### config.mk
export PLATFORM = sky130hd
export DESIGN_NAME = ptcc_queue
export DESIGN_NICKNAME = d
export VERILOG_FILES = /design/src/hw/rtl/ptcc_queue.sv
export SDC_FILE = /design/constraint.sdc
export NUM_CORES = 1
export LEC_CHECK = 0
export BUFFER_PORTS_ARGS = -buffer_cell sky130_fd_sc_hd__buf_2
export CAP_MARGIN = 5
export CELL_PAD_IN_SITES_DETAIL_PLACEMENT = 1
export CELL_PAD_IN_SITES_GLOBAL_PLACEMENT = 2
export CORE_MARGIN = 5
export CORE_UTILIZATION = 36
export CTS_CLUSTER_SIZE = 30
export DETAILED_ROUTE_END_ITERATION = 10
export PLACE_DENSITY = 0.86
export SETUP_SLACK_MARGIN = 0.02
export SLEW_MARGIN = 20
export SYNTH_ARGS = -nofsm -noshare
export SYNTH_HDL_FRONTEND = slang
export SYNTH_SLANG_ARGS = --single-unit
### constraint.sdc
create_clock -name clock -period 2.8 [get_ports clock]
set_input_delay 0.28 -clock clock [delete_from_list [all_inputs] [get_ports clock]]
set_output_delay 0.28 -clock clock [all_outputs]
set_load 0.03 [all_outputs]
### src/hw/rtl/ptcc_queue.sv
// Two-entry queue between the front end and the cell engine.
module ptcc_queue #(
   parameter int DW = 8
) (
   input  logic          clock,
   input  logic          reset,
   input  logic          push,
   input  logic [DW-1:0] push_data,
   output logic          full,
   input  logic          pop,
   output logic          valid,
   output logic [DW-1:0] head
);

   logic [DW-1:0] slots_ff [2];
   logic          wr_ptr_ff, wr_ptr_in;
   logic          rd_ptr_ff, rd_ptr_in;
   logic [1:0]    count_ff, count_in;

   assign full  = (count_ff == 2'd2);
   assign valid = (count_ff != 2'd0);
   assign head  = slots_ff[rd_ptr_ff];

   always_comb begin
      wr_ptr_in = push ? !wr_ptr_ff : wr_ptr_ff;
      rd_ptr_in = pop ? !rd_ptr_ff : rd_ptr_ff;
      case ({push, pop})
         2'b10:   count_in = count_ff + 2'd1;
         2'b01:   count_in = count_ff - 2'd1;
         default: count_in = count_ff;
      endcase
   end

   always_ff @(posedge clock) begin
      if (push) begin
         slots_ff[wr_ptr_ff] <= push_data;
      end
   end

   always_ff @(posedge clock) begin
      if (reset) begin
         wr_ptr_ff <= 1'b0;
         rd_ptr_ff <= 1'b0;
         count_ff  <= 2'd0;
      end else begin
         wr_ptr_ff <= wr_ptr_in;
         rd_ptr_ff <= rd_ptr_in;
         count_ff  <= count_in;
      end
   end

endmodule

Yosys cells after proc, flatten, opt, wreduce, memory -nomap -nowiden
Memory sizes are Yosys's and may differ from the RTL's. A register that Yosys moved wholly into a read port is not among the register bits.
Index checks and enable logic that the tools add are counted.
{"block": "op_classes", "add_sub_neg": 2, "n_eq_ne": 3, "n_mux": 5, "n_reduce_logical": 4}
{"op": "2-bit == test, second input constant", "count": 2}
{"op": "1-bit two-way mux", "count": 4}
{"op": "2-bit case mux with 2 select lines", "count": 1}
{"op": "2-bit nonzero test", "count": 2}
{"op": "2-bit by 1-bit adder with 2-bit output, second input constant", "count": 1}
{"op": "2-bit by 1-bit == test with 1-bit output, second input constant", "count": 1}
{"op": "1-bit logical NOT", "count": 2}
{"op": "2-bit by 1-bit subtractor with 2-bit output, second input constant", "count": 1}
{"block": "totals", "register_bits": 4, "ramBits": 16, "output_inout_bits": 10, "word_cells": 18, "n_memories": 1}
{"memory": "slots_ff", "depth": 2, "width": 8, "rd": 1, "rd_ports_with_merged_regs": 1, "wr": 1, "line_no": "15", "rtl": "logic [DW-1:0] slots_ff [2];"}

Logic depth before layout (Yosys ltp)
{"block": "logic_depth", "depth_word": 3, "depth_mapped": 5, "depth_no_buf": 5}

Least setup slack after synthesis
OpenSTA, ideal clock, no wires.
{"block": "synth_timing", "path_type": "flip-flop to output port", "start": "register (tool-made name)", "end": "output port head[0]", "t_arrival_ns": 0.880, "t_required_ns": 2.520, "slack_ns": 1.640, "path_stages_with_launch": 3, "path_cell_list": "dfxtp_1 buf_2 mux2_2"}
{"item": "end, declared", "line_no": "12", "rtl": "output logic [DW-1:0] head"}

==> summary.md <==
| Metric | Value |
|---|---|
| Design Power | 619 uW |
| WL per Instance | 12.6 um |
| Most frequent cell after synthesis | edfxtp_1 |
| Starting DRT DRC Count | 4 |
| Synth Cell Area | 783 um^2 |
| H-tree Lvls | 1 |
| Largest area contributor in the netlist | edfxtp_1 |
| Final #Nets | 85 |
| Area fraction of the dominant cell type after synthesis | 61.3% |
| Via count | 431 |
| Critical path fanouts, max | 8 |
| CP endpoint kind | primary output |
| Vias/cell | 4.40 |
| Leak pwr | 0.000371 uW |
| Worst-Margin Slew | roughly 700 ps |
| Top post-synthesis cells by area | edfxtp_1 61%, dfxtp_1 13%, mux2_2 12% |
| CP required | 2520 ps |
| Pre-CTS WS | 1420 ps |
| Total core area | 0.00202 mm^2 |
| Final setup margin | 1130 ps |
| Met1 GRT Util | a little under a tenth |
| Clock Tree Root | clkbuf_4 |
| Net Count, Synth | 60 |
| Status | finished, final reports clean |
| Slew Limit Fails | 0 |
| CTS Buffer Depth | 2 |
| Post-synth ARST share | 0% |
| Total grt overflow | 0 |
| Hold_buf cts | 0 |
| Worst rel slew slack | 53.4% |
| Period utilisation layout | roughly 60% |
| GR peak layer | met2 |
| Initial core utilization | 38.7% |
| Worst Skew | 7.19 ps |
| Drt total wl | 1240 um |
| DP Area | 917 um^2 |
| Final core utilization | 46.7% |
| # Max-Cap Violations | 0 |
| RSZ-0062 raised after global routing | no |
| Met2 Use GR | approximately 14% |
| Sequential fraction of the synthesis area | roughly 74% |
| Final setup violation count | 0 |
| Fill count | between 200 and 250 |
| Die span in x | 56.6 um |
| P&R area growth vs syn | 20.4% |
| Endpoints failing hold | 0 |
| Clock-pin transition on the worst setup and hold timing paths | 110 ps |
| Period minus WS final | ~1700 ps |
| Power Density | 656 mW/mm^2 |
| Global-route wire length before repair | 2050 um |
| CTS tree | yes |
| Diodes inserted | 0 |
| Worst endpoint data arrival time | 1390 ps |
| Drt pass-1 iters | 4 |
| Average cell area after synthesis | 16.7 um^2 |
| Pin count of the biggest net entering global routing | 12 |
| Hpwl dp | 943 um |
| Final ANT Viol Nets | 0 |
| Number of global-route vias before repair | 488 |
| Clk sink count | 21 |
| IO Port Bufs | 21 |
| DIE AREA | 0.00321 mm^2 |
| GP Congestion | about 0.68 |
| Main flop type after synthesis | edfxtp_1 |
| EDFF count, synth | 16 |
| Drc violations | 0 |
| HP Class | in -> reg |
| Yosys reg bits | 21 |
| Max Fclk | ~0.60 GHz |
| Distinct cells, synth | 15 |
| PostCTS Resize Cnt | 0 |
| Antenna violations before repair | 0 |
| Final TNS setup | 0 ps |
| Met3 Resource Use GR | 3.67% |
| Mapped Cells | 47 |
| Synth cell count leaders | 16 x edfxtp_1, 8 x mux2_2, 5 x dfxtp_1, 5 x nor2_1, 3 x xnor2_1 |
| Max IR drop VDD | 0.287 mV |
| Total GRT Usage | 8.46% |
| CP startpoint kind | flip-flop |
| Yosys warnings | 0 |
| Clk_lat worst skew | about 290 ps |
| Critical path class | reg -> out |
| Die Ht | approximately 57 um |
| Rows | 16 |
| IO Pins | 22 |
| Share of layout cells above drive strength 1 | 47.9% |
| Post-CTS setup buffers | 0 |
| Final instance area | 943 um^2 |
| Total CTS buffers | 3 |
through the flow:
step | hold slack [ps] | std cells
after floorplan | 349 | 47
after detailed placement | 474 | 94
after global placement | 470 | 94
after global routing | 150 | 98
after CTS | 164 | 98
final | 171 | 98
critical path, stage by stage (launching register included):
cell and delay, ps:
dfxtp_1 550, mux2_2 380, buf_2 180
sequential cells by signal, indices dropped and copies added (netlist names), named ones only:
name,cells
count_ff,2
wr_ptr_ff,1
rd_ptr_ff,1
slots_ff,16
final cells by class:
cell class	instances	area (um^2)	area share [%]
Sequential cell	21	581	61.5
Multi-Input combinational cell	24	194	20.6
Timing Repair Buffer	21	105	11.1
Tap cell	27	33.8	3.58
Clock buffer	4	26.3	2.79
Inverter	1	3.75	0.398
where the power goes:
| part | internal [uW] | switching (uW) |
|---|---|---|
| logic | 44.0 | 66.7 |
| registers | 359 | 12.5 |
| clock network | 55.3 | 81.2 |
| total | 459 | 160 |
logic make-up after synthesis:
kind of cell	count (synthesis)	share of synthesized area (%)
AOI/OAI and AO/OA	2	1.28
xor gates and xnor gates	4	4.47
adders and majority gates	1	1.60
buffers and inverters	2	1.12
DFF	21	74.1
muxes	8	11.5
and+or+nand+nor	9	5.91
final timing paths:
check / slack, ps / end / cells past startpoint / from
max: 1130 / head[2] / 2 / flip-flop
min: 170 / slots_ff[0][4] / 1 / push_data[4]
max reg2reg: 1540 / slots_ff[0][0] / 1 / wr_ptr_ff
min reg2reg: 510 / count_ff[1] / 2 / count_ff[1]
per-layer routing:
layer	wire [um]	vias to the layer above
met5	0	-
met3	115	0
met4	0	0
met1	523	199
met2	598	15
li1	-	217
placed cells by master, fill, tap and decap left out:
master / Yosys / layout
a21oi_1: 1 / 1
and2_1: 1 / 1
and2b_2: 1 / 1
buf_2: 1 / 21
clkbuf_1: 0 / 1
clkbuf_4: 0 / 3
dfxtp_1: 5 / 5
edfxtp_1: 16 / 16
ha_1: 1 / 1
inv_1: 1 / 1
mux2_2: 8 / 8
nor2_1: 5 / 5
o21ai_0: 1 / 1
or2_2: 1 / 1
or3_1: 1 / 1
xnor2_1: 3 / 3
xor2_1: 1 / 1
Note: power is estimated with default switching activity, not from simulation.
