<file path="config.mk">
export PLATFORM = sky130hd
export DESIGN_NAME = ptcc_front
export DESIGN_NICKNAME = d
export VERILOG_FILES = /design/src/hw/rtl/ptcc_pkg.sv /design/src/hw/rtl/ptcc_front.sv
export SDC_FILE = /design/constraint.sdc
export NUM_CORES = 1
export LEC_CHECK = 0
export BUFFER_PORTS_ARGS = -buffer_cell sky130_fd_sc_hd__buf_2
export CAP_MARGIN = 20
export CORE_AREA = 2 2 76 78
export DETAILED_ROUTE_END_ITERATION = 12
export DIE_AREA = 0 0 78 80
export PLACE_DENSITY = 0.78
export SYNTH_ARGS = -nofsm -noshare
export SYNTH_HDL_FRONTEND = slang
export SYNTH_SLANG_ARGS = --single-unit
</file>
<file path="constraint.sdc">
create_clock -name vclk -period 5.4
set_clock_uncertainty 0.1 [all_clocks]
set_input_delay 0.81 -clock vclk [all_inputs]
set_output_delay 0.81 -clock vclk [all_outputs]
set_load 0.02 [all_outputs]
</file>
<file path="src/hw/rtl/ptcc_pkg.sv">
// Shared types, codes and constants of the text cell compositor.
package ptcc_pkg;

   // Default store geometry
   localparam int DEF_MAX_COLS = 256;
   localparam int DEF_MAX_ROWS = 64;

   // Configuration register indexes and reset values
   localparam logic CSR_SCREEN_WIDTH  = 1'b0;
   localparam logic CSR_SCREEN_HEIGHT = 1'b1;
   localparam logic [8:0] SCREEN_WIDTH_RESET  = 9'd80;
   localparam logic [6:0] SCREEN_HEIGHT_RESET = 7'd25;

   // Function codes of an input item
   localparam logic [1:0] FUNC_CLEAR = 2'd0;
   localparam logic [1:0] FUNC_DRAW  = 2'd1;
   localparam logic [1:0] FUNC_READ  = 2'd2;

   // Result status codes
   localparam logic [1:0] STATUS_OK      = 2'd0;
   localparam logic [1:0] STATUS_OUTSIDE = 2'd1;
   localparam logic [1:0] STATUS_HIDDEN  = 2'd2;
   localparam logic [1:0] STATUS_CLEARED = 2'd3;

   // Work kinds handed from the front to the back
   localparam logic [1:0] KIND_CLEAR   = 2'd0;
   localparam logic [1:0] KIND_DRAW    = 2'd1;
   localparam logic [1:0] KIND_READ    = 2'd2;
   localparam logic [1:0] KIND_OUTSIDE = 2'd3;

   localparam logic [7:0]  BLANK_CHAR  = 8'h20;
   localparam logic [31:0] EMPTY_ORDER = 32'hFFFF_FFFF;

   typedef struct packed {
      logic [7:0]  ch;
      logic [15:0] attr;
      logic [31:0] ord;
   } cell_type;

   typedef struct packed {
      logic [1:0] kind;
      cell_type   content;
   } work_type;

   localparam int WORK_BITS = $bits(work_type);

   localparam cell_type BLANK_CELL = cell_type'({BLANK_CHAR, 16'h0000, EMPTY_ORDER});

endpackage

</file>
<file path="src/hw/rtl/ptcc_front.sv">
// Front end: accepts items, bounds-checks the cell and forms the store address.
module ptcc_front import ptcc_pkg::*; #(
   parameter int MAX_COLS = DEF_MAX_COLS,
   parameter int MAX_ROWS = DEF_MAX_ROWS,
   localparam int CELL_COUNT = MAX_COLS * MAX_ROWS,
   localparam int AW = (CELL_COUNT > 1) ? $clog2(CELL_COUNT) : 1
) (
   input  logic               req_valid,
   output logic               req_stall,
   input  logic [1:0]         req_func,
   input  logic signed [15:0] req_start_col,
   input  logic signed [15:0] req_row,
   input  logic [15:0]        req_char_offset,
   input  logic [7:0]         req_char_code,
   input  logic [15:0]        req_color,
   input  logic signed [31:0] req_order,
   input  logic [8:0]         screen_width,
   input  logic [6:0]         screen_height,
   input  logic               q_full,
   input  logic               init_busy,
   output logic               q_push,
   output logic [AW-1:0]      q_push_addr,
   output work_type           q_push_work
);

   localparam int CW = (MAX_COLS > 1) ? $clog2(MAX_COLS) : 1;
   localparam int RW = (MAX_ROWS > 1) ? $clog2(MAX_ROWS) : 1;

   logic [17:0] col_sum;
   logic [15:0] row_bits;
   logic [16:0] w_lim;
   logic [15:0] h_lim;
   logic        cell_in;

   // Column at full precision: signed start plus unsigned offset
   assign col_sum  = {{2{req_start_col[15]}}, req_start_col} + {2'b00, req_char_offset};
   assign row_bits = req_row;

   // Clamp the configured screen to the store geometry
   assign w_lim = (17'(screen_width) > 17'(MAX_COLS)) ? 17'(MAX_COLS) : 17'(screen_width);
   assign h_lim = (16'(screen_height) > 16'(MAX_ROWS)) ? 16'(MAX_ROWS) : 16'(screen_height);

   assign cell_in = !col_sum[17] && (col_sum[16:0] < w_lim) &&
                    !row_bits[15] && (row_bits < h_lim);

   assign q_push_addr = AW'(AW'(row_bits[RW-1:0]) * AW'(MAX_COLS)) + AW'(col_sum[CW-1:0]);

   always_comb begin
      q_push_work.content.ch   = req_char_code;
      q_push_work.content.attr = req_color;
      q_push_work.content.ord  = req_order;
      case (req_func)
         FUNC_CLEAR: q_push_work.kind = KIND_CLEAR;
         FUNC_DRAW:  q_push_work.kind = cell_in ? KIND_DRAW : KIND_OUTSIDE;
         FUNC_READ:  q_push_work.kind = cell_in ? KIND_READ : KIND_OUTSIDE;
         default:    q_push_work.kind = KIND_OUTSIDE;
      endcase
   end

   assign req_stall = q_full || init_busy;
   assign q_push    = req_valid && !req_stall;

endmodule

</file>
# After elaboration in Yosys (flattened, before gate mapping)
# Cells that the tools add are included.
dict set report totals {
  regBits 0
  inputBits 125
  output_inout_bits 74
  word_cells 22
}
dict set report op_classes {
  n_addsub 2
  order_cmp 4
  n_eq_ne 2
  n_mux 5
  reduce_logical 9
}
# operator count
set op_table {}
lappend op_table {{adder 16 x 17 -> 18 bit} 1}
lappend op_table {{less-than comparator 17 x 9 -> 1 bit} 1}
lappend op_table {{less-than comparator 16 x 7 -> 1 bit} 1}
lappend op_table {{adder 14 x 8 -> 14 bit} 1}
lappend op_table {{> comparator 9 bit, second input constant} 1}
lappend op_table {{2-to-1 mux 9 bit} 1}
lappend op_table {{> comparator 7 bit, second input constant} 1}
lappend op_table {{2-to-1 mux 7 bit} 1}
lappend op_table {{case mux 2 bit (3 select lines)} 1}
lappend op_table {{logical AND 1 bit} 4}
lappend op_table {{logical NOT 1 bit} 3}
lappend op_table {{== test 2 x 1 -> 1 bit, second input constant} 1}
lappend op_table {{== test 2 bit, second input constant} 1}
lappend op_table {{logical NOT 2 bit} 1}
lappend op_table {{2-to-1 mux 2 bit} 1}
lappend op_table {{logical OR 1 bit} 1}
lappend op_table {{2-to-1 mux 1 bit} 1}

# Longest topological paths before layout
# Gate-level depths: netlist of the first run.
dict set report depth {
  ltp_word 8
  mapped_depth 17
  depth_no_buf 17
}

# Worst setup path before layout of the first run
# OpenSTA, ideal clock, no wires.
dict set report synth_timing {
  path_kind {input-to-output}
  startpoint {input port req_start_col[0]}
  endpoint {output port q_push_work[56] (netlist bit)}
  t_arrival_ps 4063
  t_required_ps 4490
  slack_ps 427
  path_stages 16
  n_path_buf 0
  cell_sequence {ha_1 -> inv_1 -> fa_1 -> nand2b_1 -> a21oi_1 -> nor2_1 -> xnor2_1 -> ha_1 -> a211oi_1 -> nor2_1 -> a311oi_1 -> and4_1 -> o211ai_1 -> nor4_1 -> o2111ai_1 -> a21o_1}
}
# element line_no
set synth_lines {}
lappend synth_lines {{from (decl)} ptcc_front.sv:11} ;# input logic signed [15:0] req_start_col,
lappend synth_lines {{to (decl)} ptcc_front.sv:23} ;# output work_type q_push_work

==> impl_results.md, run 1 <==
- Die Ht: 80 µm
- Yosys top cell by area: buf_4
- Period utilisation layout: 94.0%
- Least-Margin Pin Slew: 0.448 ns
- Worst path max stage delay: 0.31 ns
- Vias per std cell: 5.08
- # clk buffers: 0
- Met2 usage: 24.7%
- Synthesized area: 0.00178 mm²
- Final Setup Violations: 0
- Worst min path class: in2out
- CP Data Arrival Time: 4.16 ns
- # rows: 27
- WS Path Type: in2out
- Global placer's final weighted congestion: 0.911
- RSZ-0062 raised after global routing: false
- VDD IR max: 0.0000464 V
- Number of distinct library cells after synthesis: 43
- Layout cells sized above 1: 34.5%
- F_max: 197 MHz
- GRT overflow: 0
- Total core area: 0.00541 mm²
- Non-filler instance count after layout: 339
- Sequential Area: 0 µm²
- Mapped Nets: 404
- Slew Viols, Final: 0
- Max_slew headroom: 69.9%
- Cells after Synth: 247
- Main combinational cell family by area after synthesis: buffers and inverters
- Synth top area cells: buf_4 (26%), ha_1 (22%), nand2_1 (4.6%), a21oi_1 (3.9%), xnor2_1 (3.4%)
- First-pass GRT wire length: 6770 µm
- Placement Cell Area: 0.00182 mm²
- Drt pass-1 iters: 4
- Synth Area in Adders: 22.9%
- Total Wirelength: 4300 µm
- Worst path cell trace: buf_2, ha_1, a211oi_1, o21a_1, o21bai_1, a21oi_1, xnor2_1, ha_1, o21ai_0, nor2_1, a311oi_1, and4_1, o211ai_1, nor4_1, o2111ai_1, a21o_1, buf_2
- Critical-path maximum fanout: 4
- Placed Cells: 339
- Antenna diodes: 0
- Cell Pwr Density: 118 mW/mm²
- Critical Path RT: 4.49 ns
- Vias post-DR: 1723
- Drt first-iter violations: 40
- Syn avg cell area: 7.22 µm²
- Fraction of the mapped netlist area in simple logic gates: 19.5%
- Most crowded layer after global routing: met2
- Post-CTS setup buffer count: 0
- Synth warn: 0
- DP Wirelength: 3810 µm
- WL/cell: 12.7 µm
- Die W: 78 µm
- Top Ports: 199
- Synth Area in XOR/XNOR: 5.40%
- I/O Buffers: 87
- Initial Util: 33.0%
- Final Hold Viols: 0
- P_leak: 0.927 nW
- Total Routing Usage GR: 12.7%
- Layout area overhead: 2.11%
- Min Clock Period, post-route: 5.07 ns
- DR DRC count: 0
- Worst path bufs/invs: 2
- Final nets: 426
- GR Layer Usage met3: 1.47%
- Critical path's top delay family: compound AO/OA/AOI/OAI gates
- Post-synth top area share: 26.1%
- Worst setup EP type: output pin
- Mux cell area share after synthesis: 0%
- Post-synthesis compound-gate area fraction: 22.5%
- Vias in the first global route: 1554
- Max_cap viols: 0
- Global Route met1 Usage: 15.2%
- Largest net degree at the start of global routing: 10
- FFs & Latches: 0
- Die ar.: 0.00624 mm²
- Setup Total Neg Slack: 0 ns
- Routed Antenna Nets: 0
- Outcome: finished clean
- Critical Path Start Type: input pin
- Worst path slowest cell: ha_1
- Initial antenna violation count: 0
- Register area share after synthesis: 0%
- Fin area: 0.00182 mm²
path summary, 6_finish.rpt:
path / start / end / slack [ns] / depth (start not counted)
max: req_start_col[1] / q_push_work[56] / 0.33 / 17
min: req_order[0] / q_push_work[0] / 1.52 / 0
layout by cell type, fill, tap and decap left out, types with 2 or more instances in the layout:
cell type	instances
a211oi_1	4
a21o_1	8
a21oi_1	13
a21oi_2	2
and3_1	2
buf_2	87
ha_1	31
inv_1	9
nand2_1	22
nand2b_1	3
nand3_1	2
nand4_1	6
nor2_1	12
nor2b_1	2
nor3_1	5
nor4_1	6
o2111ai_1	2
o211ai_1	4
o21a_1	4
o21ai_0	8
o21bai_1	2
o31a_1	2
o31ai_1	2
or3_1	2
xnor2_1	7
xor2_1	4
kinds of logic after synthesis:
group | count (synthesis)
buffers and inverters | 77
xor gates and xnor gates | 11
and+or+nand+nor | 69
adders and majority gates | 32
AOI/OAI and AO/OA | 58
synthesized netlist by cell type (2+ instances only):
library cell	n
clkbuf_1	4
nor4_1	6
xor2_1	4
a21oi_1	14
and3_1	2
a211oi_1	4
o21ai_0	9
nor3_1	5
a21o_1	8
xnor2_1	7
nand2_1	22
nand2b_1	3
nand4_1	6
o31ai_1	2
nor2_1	12
o21a_1	4
nor2b_1	2
ha_1	31
o31a_1	2
inv_1	9
o211ai_1	4
or3_1	2
nand3_1	2
o2111ai_1	2
buf_4	62
o21bai_1	2
cell type report:
type | instances | area [µm²]
fillers | 605 | 3580
multi-input cells | 170 | 1260
repair buffers | 87 | 435
well taps | 72 | 90.1
inverters | 10 | 37.5
timing repair:
item,CTS,global route
endpoints found under the hold margin,0,0
gates resized for setup,0,2
hold buffers,0,0
endpoints found under the setup margin,0,2
power by group:
group	switching [W]	internal, W	leakage, nW	total [W]
Clock	0	0	0	0
Sequential	0	0	0	0
Combinational	0.000122	0.0000925	0.927	0.000215
Total	0.000122	0.0000925	0.927	0.000215
metrics by stage:
step | setup WS, ns | power [W] | utilization (%) | hold WS (ns)
finish | 0.326 | 0.000215 | 33.7 | 1.52
CTS | 0.0901 | 0.000215 | 33.6 | 1.52
global route | 0.0315 | 0.000239 | 33.7 | 1.52
global placement | 0.206 | 0.000211 | 33.6 | 1.52
floorplan | 0.427 | 0.000208 | - | 1.63
detailed placement | 0.114 | 0.000213 | 33.6 | 1.52
per-layer routing:
| layer | up-vias | routed length [µm] |
|---|---|---|
| met5 | - | 0 |
| met4 | 0 | 25 |
| met3 | 8 | 353 |
| met2 | 82 | 2180 |
| met1 | 760 | 1740 |
| li1 | 873 | - |
Note: power is estimated with default switching activity, not from simulation.
==> run 2, diff against run 1 <==
- BUFFER_PORTS_ARGS: -buffer_cell sky130_fd_sc_hd__buf_2 -> default
- CORE_AREA: 2 2 76 78 -> 2 2 77 79
- DIE_AREA: 0 0 78 80 -> 0 0 79 81
- DONT_BUFFER_PORTS: default -> 1
- PLACE_DENSITY: 0.78 -> default
==> run 2 against run 1 <==
  * Design area is 23% lower
  * Wire length is 1.8% lower
  * Maximum frequency is 1.1% higher
  * Power is 18% lower
  * Combinational power is 18% lower
  * First-iteration DRC count is 15% higher
==> impl_results.md, run 2 (synthesized netlist as in run 1, its figures left out) <==
- Most common cell after layout, fill and taps aside: ha_1
- Layout area overhead: -21.1%
- Max_slew headroom: 56.0% (-14 points)
- Initial Util: 31.4% (-1.6 points)
- # rows: 28 (+3.7%)
- Die Ht: 81 µm (+1.3%)
- Critical Path Start Type: input pin
- Min Clock Period, post-route: 5.02 ns (-0.0543 ns)
- Layout cells sized above 1: 3.85% (-31 points)
- Final Setup Violations: 0 (unchanged)
- Worst path cell trace: ha_1, inv_1, fa_1, nand2b_1, a21oi_1, nor2_1, o21ai_1, xor2_1, ha_1, nor3_1, nand4_1, a311oi_1, and4_1, o211ai_1, nor4_2, o2111ai_1, a21o_1
- Final worst slack: 0.381 ns (+0.0543 ns)
- Hold Path Sink: q_push_work[10]
- Fin area: 0.00141 mm² (-23%)
- Die ar.: 0.00640 mm² (+2.5%)
- # clk buffers: 0 (unchanged)
- Pre-CTS setup slack: 0.224 ns (+0.109 ns)
- WS Path Type: in2out
- Worst path max stage delay: 0.38 ns (+0.07 ns)
- Setup Total Neg Slack: 0 ns (unchanged)
- Crit-path most repeated cell: ha_1
- Sequential Area: 0 µm² (unchanged)
- VDD IR max: 0.0000389 V (-16%)
- Seq pwr share: 0% (unchanged)
- Period utilisation layout: 92.9% (-1.0 points)
- Pint: 0.0000694 W (-25%)
- Die W: 79 µm (+1.3%)
- Sw Pwr: 0.000107 W (-12%)
- Worst Hold Depth: 0 (unchanged)
- Critical Path RT: 4.49 ns (about the same)
- Initial antenna violation count: 0 (unchanged)
- Drt first-iter violations: 46 (+15%)
- Placement Cell Area: 0.00140 mm² (-23%)
- Total Routing Usage GR: 12.9% (+0.12 points)
- Top Ports: 199 (unchanged)
- F_max: 199 MHz (+1.1%)
- First-pass GRT wire length: 6860 µm (+1.3%)
- Max_cap viols: 0 (unchanged)
- Logic pwr share: 100.0% (about the same)
- Multi-input gate area: 0.00126 mm² (+0.20%)
- Vias post-DR: 1448 (-16%)
- GRT overflow: 0 (unchanged)
- Highest-count cells in the layout ignoring fill and taps: ha_1 (31), nand2_1 (22), a21oi_1 (14), nor2_1 (12), inv_1 (9)
- Drt pass-1 iters: 4 (unchanged)
- Final Hold Viols: 0 (unchanged)
- Total core area: 0.00568 mm² (+5.0%)
- Hold-fix buffers, CTS: 0 (unchanged)
- Filler cells: 648 (+7.1%)
- Worst min path class: in2out
- Largest net degree at the start of global routing: 10 (unchanged)
- Worst path slowest cell: fa_1
- FFs & Latches: 0 (unchanged)
- Post-CTS Resized: 0 (unchanged)
- Global placer's final weighted congestion: 0.888 (-2.5%)
- Post-CTS setup buffer count: 0 (unchanged)
- Vias per std cell: 5.63 (+11%)
- Slew Viols, Final: 0 (unchanged)
- Routed Antenna Nets: 0 (unchanged)
- Total Wirelength: 4230 µm (-1.8%)
- Worst setup EP type: output pin
- I/O Buffers: 0 (-100%)
- CP Data Arrival Time: 4.11 ns (-0.05 ns)
- Cell Pwr Density: 126 mW/mm² (+6.4%)
- Vias in the first global route: 1458 (-6.2%)
- DR DRC count: 0 (unchanged)
- Net Sw Frac: 60.7% (+3.8 points)
- P_leak: 0.596 nW (-36%)
- Final core occ: 24.8% (-8.9 points)
- DP Wirelength: 3770 µm (-0.96%)
- Least-Margin Pin Slew: 0.656 ns (+0.208 ns)
- WL/cell: 16.4 µm (+30%)
- Antenna diodes: 0 (unchanged)
- Outcome: finished clean
- Critical-path maximum fanout: 3 (-1)
- RSZ-0062 raised after global routing: false
- Power share of the clock group: 0% (unchanged)
- Min-delay src: req_order[10]
- Final nets: 341 (-20%)
==> run 2: worst max-delay path, delay by kind of cell <==
family | cells | cell delay (ns)
compound gates | 6 | 1.24
xor+xnor | 1 | 0.11
fa+ha+maj | 3 | 0.77
buf+inv | 1 | 0.07
simple gates | 6 | 1.11
==> run 2: power groups by stage <==
stage	Combinational, W	Sequential (W)	Clock (W)
floorplan	0.000208	0	0
global placement	0.000173	0	0
detailed placement	0.000176	0	0
CTS	0.000177	0	0
global route	0.000202	0	0
finish	0.000177	0	0
==> run 2: layer usage <==
| layer | part of all wire (%) | GRT usage (%) | wire length [µm] |
|---|---|---|---|
| met1 | 38 | 14.6 | 1610 |
| met2 | 49 | 23.4 | 2070 |
| met3 | 8.9 | 2.56 | 375 |
| met4 | 4.0 | 5.52 | 167 |
| met5 | 0 | 0 | 0 |
==> run 2: metrics by stage <==
stage | std cells | hold WS [ns] | total power (W)
detailed placement | 257 | 1.52 | 0.000176
CTS | 257 | 1.52 | 0.000177
floorplan | 247 | 1.63 | 0.000208
finish | 257 | 1.52 | 0.000177
global placement | 257 | 1.52 | 0.000173
global route | 257 | 1.52 | 0.000202
==> run 2: final cells by class <==
cell class / instances / share of cell area (%)
multi-input cells: 170 / 89.6
well taps: 75 / 6.67
inverters: 10 / 2.67
repair buffers: 2 / 1.07
==> run 2: worst max-delay path by stage <==
stage,from,endpoint,slack (ns)
after floorplan,req_start_col[0],q_push_work[56],0.43
after global placement,req_start_col[0],q_push_work[57],0.37
after detailed placement,req_start_col[0],q_push_work[57],0.22
after CTS,req_start_col[0],q_push_work[57],0.21
after global routing,req_start_col[0],q_push_work[56],0.03
final,req_start_col[0],q_push_work[57],0.38
